===== src/sv/assert_macros.svh =====
// ----------------------------------------------------------------------------
// assert_macros.svh
// Assertion helpers used by the matrix multiply top level
// ----------------------------------------------------------------------------
`ifndef ASSERT_MACROS_SVH
`define ASSERT_MACROS_SVH

// clocked property, disabled while reset is asserted
`define IMM_ASSERT(lbl, clk, rstn, prop, msg) \
  lbl: assert property (@(posedge clk) disable iff (!(rstn)) (prop)) else $error(msg);

// clocked property that also holds during reset
`define IMM_ASSERT_ALWAYS(lbl, clk, prop, msg) \
  lbl: assert property (@(posedge clk) (prop)) else $error(msg);

`endif


===== src/sv/imm_pkg.sv =====
// ----------------------------------------------------------------------------
// imm_pkg
// Types and constants of the integer matrix multiply unit
// ----------------------------------------------------------------------------
package imm_pkg;

  // field widths
  localparam int IDX_W  = 3;
  localparam int DIM_W  = 4;
  localparam int DATA_W = 32;
  localparam int CFG_IDX_W = 2;

  // input item actions, code 3 does nothing
  typedef enum logic [1:0] {
    ACT_WRITE_A = 2'd0,
    ACT_WRITE_B = 2'd1,
    ACT_START   = 2'd2
  } imm_action_t;

  // configuration register indexes
  localparam logic [CFG_IDX_W-1:0] REG_ROWS_A    = 2'd0;
  localparam logic [CFG_IDX_W-1:0] REG_INNER_DIM = 2'd1;
  localparam logic [CFG_IDX_W-1:0] REG_COLS_B    = 2'd2;

  localparam logic [DIM_W-1:0] DIM_RESET = 4'd3;

  // control that travels with one multiply-accumulate step
  typedef struct packed {
    logic             valid;
    logic             first;
    logic             last_k;
    logic             last_all;
    logic [IDX_W-1:0] row;
    logic [IDX_W-1:0] col;
  } imm_tag_t;

  // zero is used as one, values above the bound as the bound
  function automatic logic [DIM_W-1:0] clamp_dim(input logic [DIM_W-1:0] v,
                                                 input logic [DIM_W-1:0] max_v);
    logic [DIM_W-1:0] r;
    if (v == '0) begin
      r = 4'd1;
    end else if (v > max_v) begin
      r = max_v;
    end else begin
      r = v;
    end
    return r;
  endfunction

endpackage


===== src/sv/imm_mac.sv =====
// ----------------------------------------------------------------------------
// imm_mac
// Registered multiply, wrapping accumulate and result register
// ----------------------------------------------------------------------------
module imm_mac (
  input  logic                               clk,
  input  logic                               rst_n,
  input  imm_pkg::imm_tag_t                  tag_i,
  input  logic [imm_pkg::DATA_W-1:0]         a_i,
  input  logic [imm_pkg::DATA_W-1:0]         b_i,
  output logic                               active,
  output logic                               out_valid,
  output logic [imm_pkg::IDX_W-1:0]          out_row,
  output logic [imm_pkg::IDX_W-1:0]          out_col,
  output logic signed [imm_pkg::DATA_W-1:0]  out_value,
  output logic                               out_last
);
  import imm_pkg::*;

  imm_tag_t          tag2_r;
  logic [DATA_W-1:0] prod_r;
  logic [DATA_W-1:0] prod_nxt;
  logic [DATA_W-1:0] acc_r;
  logic [DATA_W-1:0] acc_nxt;
  logic              out_valid_r;
  logic [IDX_W-1:0]  out_row_r;
  logic [IDX_W-1:0]  out_col_r;
  logic [DATA_W-1:0] out_value_r;
  logic              out_last_r;

  // low word of the product is the same for signed and unsigned operands
  assign prod_nxt = a_i * b_i;

  // accumulate with wraparound, restart on the first term
  assign acc_nxt = tag2_r.first ? prod_r : acc_r + prod_r;

  // control
  always_ff @(posedge clk) begin
    if (!rst_n) begin
      tag2_r      <= '0;
      out_valid_r <= 1'b0;
    end else begin
      tag2_r      <= tag_i;
      out_valid_r <= tag2_r.valid && tag2_r.last_k;
    end
  end

  // datapath
  always_ff @(posedge clk) begin
    prod_r <= prod_nxt;
    if (tag2_r.valid) begin
      acc_r <= acc_nxt;
    end
    if (tag2_r.valid && tag2_r.last_k) begin
      out_row_r   <= tag2_r.row;
      out_col_r   <= tag2_r.col;
      out_value_r <= acc_nxt;
      out_last_r  <= tag2_r.last_all;
    end
  end

  assign active    = tag2_r.valid;
  assign out_valid = out_valid_r;
  assign out_row   = out_row_r;
  assign out_col   = out_col_r;
  assign out_value = signed'(out_value_r);
  assign out_last  = out_last_r;

endmodule


===== config.mk =====
export PLATFORM = sky130hd
export DESIGN_NAME = imm_mac
export DESIGN_NICKNAME = d
export VERILOG_FILES = /design/src/sv/assert_macros.svh /design/src/sv/imm_pkg.sv /design/src/sv/imm_mac.sv
export SDC_FILE = /design/constraint.sdc
export NUM_CORES = 1
export LEC_CHECK = 0
export CAP_MARGIN = 5
export CORE_ASPECT_RATIO = 0.75
export CORE_MARGIN = 2
export CORE_UTILIZATION = 61
export DETAILED_ROUTE_END_ITERATION = 10
export DONT_BUFFER_PORTS = 1
export PLACE_DENSITY = 0.76
export SLEW_MARGIN = 10
export SYNTH_ARGS = -nofsm -noshare
export SYNTH_HDL_FRONTEND = slang
export SYNTH_SLANG_ARGS = --single-unit

===== constraint.sdc =====
create_clock -name clk -period 7.04 [get_ports clk]
set_input_delay 1.056 -clock clk [delete_from_list [all_inputs] [get_ports clk]]
set_output_delay 1.056 -clock clk [all_outputs]
set_load 0.02 [all_outputs]

# --- Word-level counts from Yosys, hierarchy flattened ---
# Index checks and enable logic that the tools add are counted.
# W data, S select, Z words.
totals:
  output_inout_bits: 41
  input_bits: 76
  word_cells: 17
  register_bits: 114
op_classes:
  reduce_logical: 1
  mux: 1
  n_addsub: 1
  n_mul: 1
op_table:
  columns: ["operator", "count"]
  rows:
  - ["$add A32 B32 Y32", 1]
  - ["$mul A32 B32 Y32", 1]
  - ["$mux W32", 1]
  - ["$logic_and A1 B1 Y1", 1]

# --- Depth between registers and ports, before layout ---
# Gate-level depths: netlist of the first run.
logic_depth:
  depth_word: 2
  ltp_mapped: 27
  ltp_nobuf: 25

# --- Least setup slack after synthesis of the first run ---
# Ideal clock, no wire load.
synth_path:
  path_type: "input to register"
  start: "in b_i[4] in the netlist's numbering"
  end: "reg prod_r[28]"
  stages: 25
  arrival_time_ns: 7.511
  setup_slack_ns: -0.591
  t_required_ns: 6.920
  setup_ns: 0.120
  path_cell_list: "clkbuf_1 -> clkbuf_1 -> and2_1 -> fa_1 -> inv_1 -> fa_1 -> fa_1 -> fa_1 -> inv_1 -> fa_1 -> inv_1 -> fa_1 -> inv_1 -> fa_1 -> fa_1 -> ha_1 -> inv_1 -> o21bai_1 -> a21oi_1 -> nor3b_1 -> or3b_1 -> a31oi_1 -> o21a_2 -> nor3_1 -> a211o_1"
synth_via:
  elab_chain_cells: 1
synth_lines:
  columns: ["item", "line", "source"]
  rows:
  - ["start, declared", "imm_mac.sv:10", "input logic [imm_pkg::DATA_W-1:0] b_i,"]
  - ["$mul A32 B32 Y32", "imm_mac.sv:32", "assign prod_nxt = a_i * b_i;"]
  - ["named net prod_nxt[28]", "imm_mac.sv:22", "logic [DATA_W-1:0] prod_nxt;"]
  - ["end signal, assigned", "imm_mac.sv:50", "prod_r <= prod_nxt;"]
  - ["end, declared", "imm_mac.sv:21", "logic [DATA_W-1:0] prod_r;"]
# The timed path passes the listed nets, and every way through them passes these cells.
# A chain may end at the register's enable or synchronous reset.

# --- Worst setup path after layout of the first run ---
layout_path:
  start: "in a_i[13] in the netlist's numbering"
  end: "reg prod_r[28]"
layout_via:
  elab_chain_cells: 1
layout_lines:
  columns: ["item", "line", "source"]
  rows:
  - ["start, declared", "imm_mac.sv:9", "input logic [imm_pkg::DATA_W-1:0] a_i,"]
  - ["$mul A32 B32 Y32", "imm_mac.sv:32", null]
  - ["named net prod_nxt[28]", "imm_mac.sv:22", null]
# The timed path passes the listed nets, and every way through them passes these cells.

==> impl_metrics.ini, run 1 <==
[clock_tree]
insertion_delay_ns = 0.41
clk_pin_slew_ns = 0.06
cts.sinks = 114
cts_buffer_depth = 2
cts_root_buffer = clkbuf_16
cts_tree = done
htreeDepth = 4
numCtsBuffers = 17

[synth]
synth_flop_cell = edfxtp_1
async_flop_share = 0
syn_nets = 2777
synth_xor_area_frac = 0.04911
synth_top_family_by_area = adder cells
synth-edff-count = 71
netlist_area_um2 = 20510
synth-seq-cells = 114
synth.distinct_cells = 59
ys_warn_count = 0
synthCells = 2138
ys_seq_area_frac = 0.1459
synth_compound_area_frac = 0.05607
avgSynthCellArea_um2 = 9.592
synthMuxAreaShare = 0.001525
synth-adder-area-share = 0.4932
synthSimpleGateAreaFrac = 0.1617

[route]
wl_um = 49740
via_count = 14300
via_per_inst = 5.577
drtPass1Iterations = 7
postRouteAntennaNets = 0
drc = 0
drt_iter0_markers = 1011
avgRoutedWirePerCell_um = 19.40

[critical_path]
end_kind = register
r2r_cells = 12
regToRegStartpoint = prod_r[0]
cp_data_arrival_time_ns = 7.27
r2r_slack_ns = 3.74
critPathRequiredTime_ns = 7.34
path_class = primary input to register
critPathMaxFanout = 19
crit_start = a_i[13]
cp-start-kind = primary input

[timing]
rsz0062_at_grt = true
fmax_mhz = 143.4
setup_violations = 0
worst_pin_slew_ns = 1.082
slew_violations = 0
period_needed_ns = 6.973
hold_viol_final = 0
relSlewSlack = 0.2785
min_period_over_period = 0.9905
fin_skew_ns = 0.01002

[place]
io_buffers = 0
dpl_cell_area_um2 = 21010
dp_hpwl_um = 39660
globalplace.congestion = 0.9534

[hold_path]
hold_path_class = register to register
hp-start = tag2_r[5]
hold_path_depth = 0

[grt]
grt_antenna_before_repair = 3
first_global_vias = 16080
grt_pass1_wl_um = 82800
grt_overflow = 0
track_usage = 0.3059
grt_max_degree = 63

[cells_and_area]
n_fill_cell = 2590
final_nets = 2739
design_area_um2 = 21700
syn_to_final_growth_pct = 5.833
final_util = 0.6516
drive_gt1_frac = 0.05111

[job]
drv_cap = 0

[floorplan]
start_util = 0.6157
dieWidth_um = 215.7
io_pins = 117
rows = 58
dieArea_um2 = 35120
fp.dieH_um = 162.8
core_area_um2 = 33310

[status]
status = finished, final reports clean
==> synthesized netlist by cell type (2+ instances only) <==
| master | instances | area share |
|---|---|---|
| o21ai_0 | 41 | 0.010 |
| nor3b_1 | 2 | 0.00073 |
| a31oi_1 | 3 | 0.00092 |
| o211ai_1 | 2 | 0.00073 |
| xor2_1 | 34 | 0.015 |
| o2111ai_1 | 2 | 0.00085 |
| nand4b_1 | 2 | 0.00085 |
| nor2b_1 | 5 | 0.0015 |
| fa_1 | 409 | 0.40 |
| a211oi_1 | 3 | 0.0011 |
| a21oi_1 | 48 | 0.012 |
| nand3_1 | 9 | 0.0022 |
| nor2_1 | 28 | 0.0051 |
| clkbuf_1 | 95 | 0.017 |
| mux2i_1 | 2 | 0.00098 |
| ha_1 | 154 | 0.094 |
| and3_1 | 6 | 0.0018 |
| a31o_2 | 3 | 0.0013 |
| nand2_1 | 308 | 0.056 |
| o21bai_1 | 11 | 0.0040 |
| a311oi_1 | 2 | 0.00085 |
| xnor2_1 | 81 | 0.035 |
| and2_1 | 283 | 0.086 |
| a211o_1 | 4 | 0.0017 |
| a211oi_2 | 3 | 0.0018 |
| edfxtp_1 | 71 | 0.10 |
| inv_1 | 409 | 0.075 |
| or3_1 | 2 | 0.00061 |
| o21ai_1 | 6 | 0.0015 |
| nand2b_1 | 2 | 0.00061 |
| a21o_1 | 23 | 0.0084 |
| or2_2 | 2 | 0.00061 |
| a41oi_2 | 2 | 0.0016 |
| o21a_1 | 6 | 0.0022 |
| dfxtp_1 | 43 | 0.042 |
| nor3_1 | 9 | 0.0022 |
==> layer usage <==
metal  track usage  wire length (µm)
met3       0.06256              3797
met2        0.5178             24320
met4        0.1445              2494
met1        0.3801             19130
met5             0                 0
==> kinds of logic (layout without fill, tap and decap cells) <==
kind of cell | count (synthesis) | after routing
compound gates | 174 | 174
xor+xnor | 115 | 115
fa+ha+maj | 563 | 563
buf+inv | 505 | 480
flops | 114 | 114
mux | 3 | 3
other cells | 0 | 1
simple gates | 664 | 664
==> sequential cells by signal (all words and copies together) (netlist names) <==
signal,cells
out_value,32
out_row,3
active,1
out_last,1
acc_r,32
out_col,3
prod_r,32
out_valid,1
tag2_r,9
==> final timing paths <==
path / end
max: prod_r[28]
min: out_row[2]
max reg2reg: acc_r[30]
min reg2reg: out_row[2]
==> area by class of cell <==
class                      count  area [µm²]  area share
antenna                        1       2.502   0.0001153
clock buffer                  19       442.9     0.02041
inverter                     409        1538     0.07085
sequential                   114        2995      0.1380
timing repair buffer          39       292.8     0.01349
clock inverter                13       157.7    0.007263
multi-input combinational   1519       15710      0.7239
tap                          450       563.0     0.02594
==> worst max-delay path, stage by stage <==
cell	delay, ns
and2_4	0.14
fa_1	0.55
fa_1	0.43
fa_1	0.54
inv_2	0.05
fa_1	0.53
inv_1	0.05
fa_1	0.48
inv_1	0.05
fa_1	0.49
inv_2	0.04
fa_1	0.51
fa_1	0.45
ha_4	0.29
inv_4	0.07
o21bai_4	0.06
a21oi_2	0.14
nor3b_2	0.19
or3b_1	0.38
a31oi_1	0.19
buf_4	0.16
o21a_4	0.15
nor3_2	0.04
a211o_1	0.22
==> per-stage QoR <==
stage	hold slack, ns	setup slack (ns)	setup TNS, ns	instances
2_1_floorplan	0.3855	-0.2459	-0.4996	2138
3_3_place_gp	0.3863	-0.3231	-1.397	2528
3_5_place_dp	0.3887	-0.4256	-2.186	2528
4_1_cts	0.4021	0.01391	0	2560
5_1_grt	0.4158	-0.1081	-0.2387	2564
6_report	0.4028	0.06669	0	2564
==> placed cells by master (no fill, tap or decap), types with 4 or more instances in the layout <==
| cell type | count |
|---|---|
| nand2_1 | 308 |
| o21a_1 | 6 |
| buf_4 | 39 |
| dfxtp_1 | 41 |
| edfxtp_1 | 71 |
| clkbuf_16 | 17 |
| fa_1 | 408 |
| nor2b_1 | 5 |
| o21ai_0 | 40 |
| nor2_1 | 27 |
| o21ai_1 | 7 |
| a21o_1 | 23 |
| inv_1 | 406 |
| and3_1 | 6 |
| ha_1 | 152 |
| nor3_1 | 8 |
| nand3_1 | 7 |
| a211o_1 | 4 |
| a21oi_1 | 46 |
| o21bai_1 | 10 |
| xnor2_1 | 81 |
| and2_1 | 280 |
| xor2_1 | 34 |
==> timing repair <==
item / 4_1_cts / 5_1_grt
pin swaps: 1 / 6
endpoints found under the setup margin: 1 / 6
gates resized for setup: 0 / 15
setup buffers: 0 / 3
hold buffers: 0 / 0
Power of run 1 is not shown: default switching activity piles up to over one toggle a cycle in this logic, so the estimate is an artifact.
==> run 2: changes to the inputs <==
--- a/config.mk
+++ b/config.mk
@@ -7,7 +7,7 @@
 export LEC_CHECK = 0
 export CAP_MARGIN = 5
 export CORE_ASPECT_RATIO = 0.75
-export CORE_MARGIN = 2
+export CORE_MARGIN = 5
 export CORE_UTILIZATION = 61
 export DETAILED_ROUTE_END_ITERATION = 10
 export DONT_BUFFER_PORTS = 1
==> impl_metrics.ini, run 2 (synthesis results as in run 1) <==
[clock_tree]
hold_buffers = 0
insertion_delay_ns = 0.41
numCtsBuffers = 17
cts_buffer_depth = 2
htreeDepth = 4
cts_root_buffer = clkbuf_16
cts_tree = done
clk_pin_slew_ns = 0.05
cts.sinks = 114

[timing]
min_period_over_period = 0.9878
setup_violations = 0
fin_skew_ns = 0.008962
fmax_mhz = 143.8
period_needed_ns = 6.954
slew_violations = 0
worst_pin_slew_ns = 1.028
setup_ws_ns = 0.08602
hold_viol_final = 0
relSlewSlack = 0.3149
rsz0062_at_grt = true
tns_ns = 0

[grt]
first_global_vias = 15610
grt_antenna_before_repair = 1
track_usage = 0.2852
grt_use_met2 = 0.4849
use_met3 = 0.07178
grt_overflow = 0
grt_max_degree = 63
grt_pass1_wl_um = 83950
grtUsageMet1 = 0.3627
busiest_layer = met2

[floorplan]
io_pins = 117
fp.dieH_um = 168.8
rows = 58
dieWidth_um = 221.7
start_util = 0.6144
core_area_um2 = 33380
dieArea_um2 = 37430

[route]
via_per_inst = 5.571
drtPass1Iterations = 5
wl_um = 51580
drc = 0
drt_iter0_markers = 975
avgRoutedWirePerCell_um = 20.15
postRouteAntennaNets = 0
via_count = 14260

[cells_and_area]
design_area_um2 = 21660
final_common_cell = fa_1
n_fill_cell = 2705
fin_cells = 2560
final_nets = 2735
drive_gt1_frac = 0.04789
final_cell_mix = fa_1, inv_1, nand2_1
syn_to_final_growth_pct = 5.607

[job]
drv_cap = 0

[place]
dp_hpwl_um = 41150
dpl_cell_area_um2 = 21000
io_buffers = 0
globalplace.congestion = 0.9659
place_ws_ns = -0.4350
dp_cells = 2526

[critical_path]
path_class = primary input to register
cp_data_arrival_time_ns = 7.24
end_kind = register
critPathRequiredTime_ns = 7.33
critPathMaxFanout = 26
cp-start-kind = primary input
r2r_slack_ns = 3.94

[status]
status = finished, final reports clean

[hold_path]
hold_path_class = register to register
## run 2: changes by cell type in the layout (fill, tap and decap cells not counted), sizes merged
cell / previous run / this run
clkinv: 4 / 2
clkinvlp: 3 / 4
inv: 412 / 411
bufinv: 3 / 1
clkbuf: 19 / 23
buf: 39 / 35
## run 2: final cells by class
class / instances / area [µm²] / area share
tap: 450 / 563.0 / 0.02600
antenna: 1 / 2.502 / 0.0001155
inverter: 409 / 1535 / 0.07088
sequential: 114 / 2995 / 0.1383
multi-input combinational: 1519 / 15680 / 0.7239
clock inverter: 9 / 88.84 / 0.004102
clock buffer: 23 / 531.8 / 0.02455
timing repair buffer: 35 / 262.8 / 0.01213
## run 2: worst paths after layout
kind                                start       endpoint  cells after the start
worst max-delay path               b_i[6]     prod_r[28]                     24
worst min-delay path            tag2_r[6]       out_last                      0
worst max register to register   acc_r[8]  out_value[30]                     10
worst min register to register  tag2_r[6]       out_last                      0
## run 2: worst max-delay path, cell delays in order
cell      delay (ns)
and2_4          0.14
fa_1            0.55
fa_1            0.44
fa_1            0.52
inv_2           0.05
fa_1            0.53
inv_1           0.05
fa_1            0.50
inv_2           0.04
fa_1            0.47
inv_1           0.05
fa_1            0.46
fa_1            0.56
ha_4            0.22
inv_2           0.05
o21bai_1        0.06
a21oi_1         0.15
nor3b_2         0.20
or3b_4          0.41
a31oi_1         0.17
buf_4           0.15
o21a_4          0.15
nor3_2          0.04
a211o_1         0.22
## run 2: metrics by stage
| step | hold slack, ns | utilization |
|---|---|---|
| after floorplan | 0.3855 | - |
| after global placement | 0.3858 | 0.6290 |
| after detailed placement | 0.3896 | 0.6290 |
| after CTS | 0.4020 | 0.6478 |
| after global routing | 0.4136 | 0.6488 |
| final | 0.3998 | 0.6488 |
## run 2: per-layer routing
metal  vias to the layer above  share of wire
met4                         0          0.038
met1                      7273           0.39
met3                       109          0.080
met5                         -              0
met2                       514           0.49
li1                       6365              -
## run 2: repair_timing
item	CTS	global route
endpoints found under the hold margin	0	0
resized for setup	0	9
buffers inserted	1	0
endpoints found under the setup margin	1	3
pin swaps	2	8
Power of run 2 is left out for the same reason.
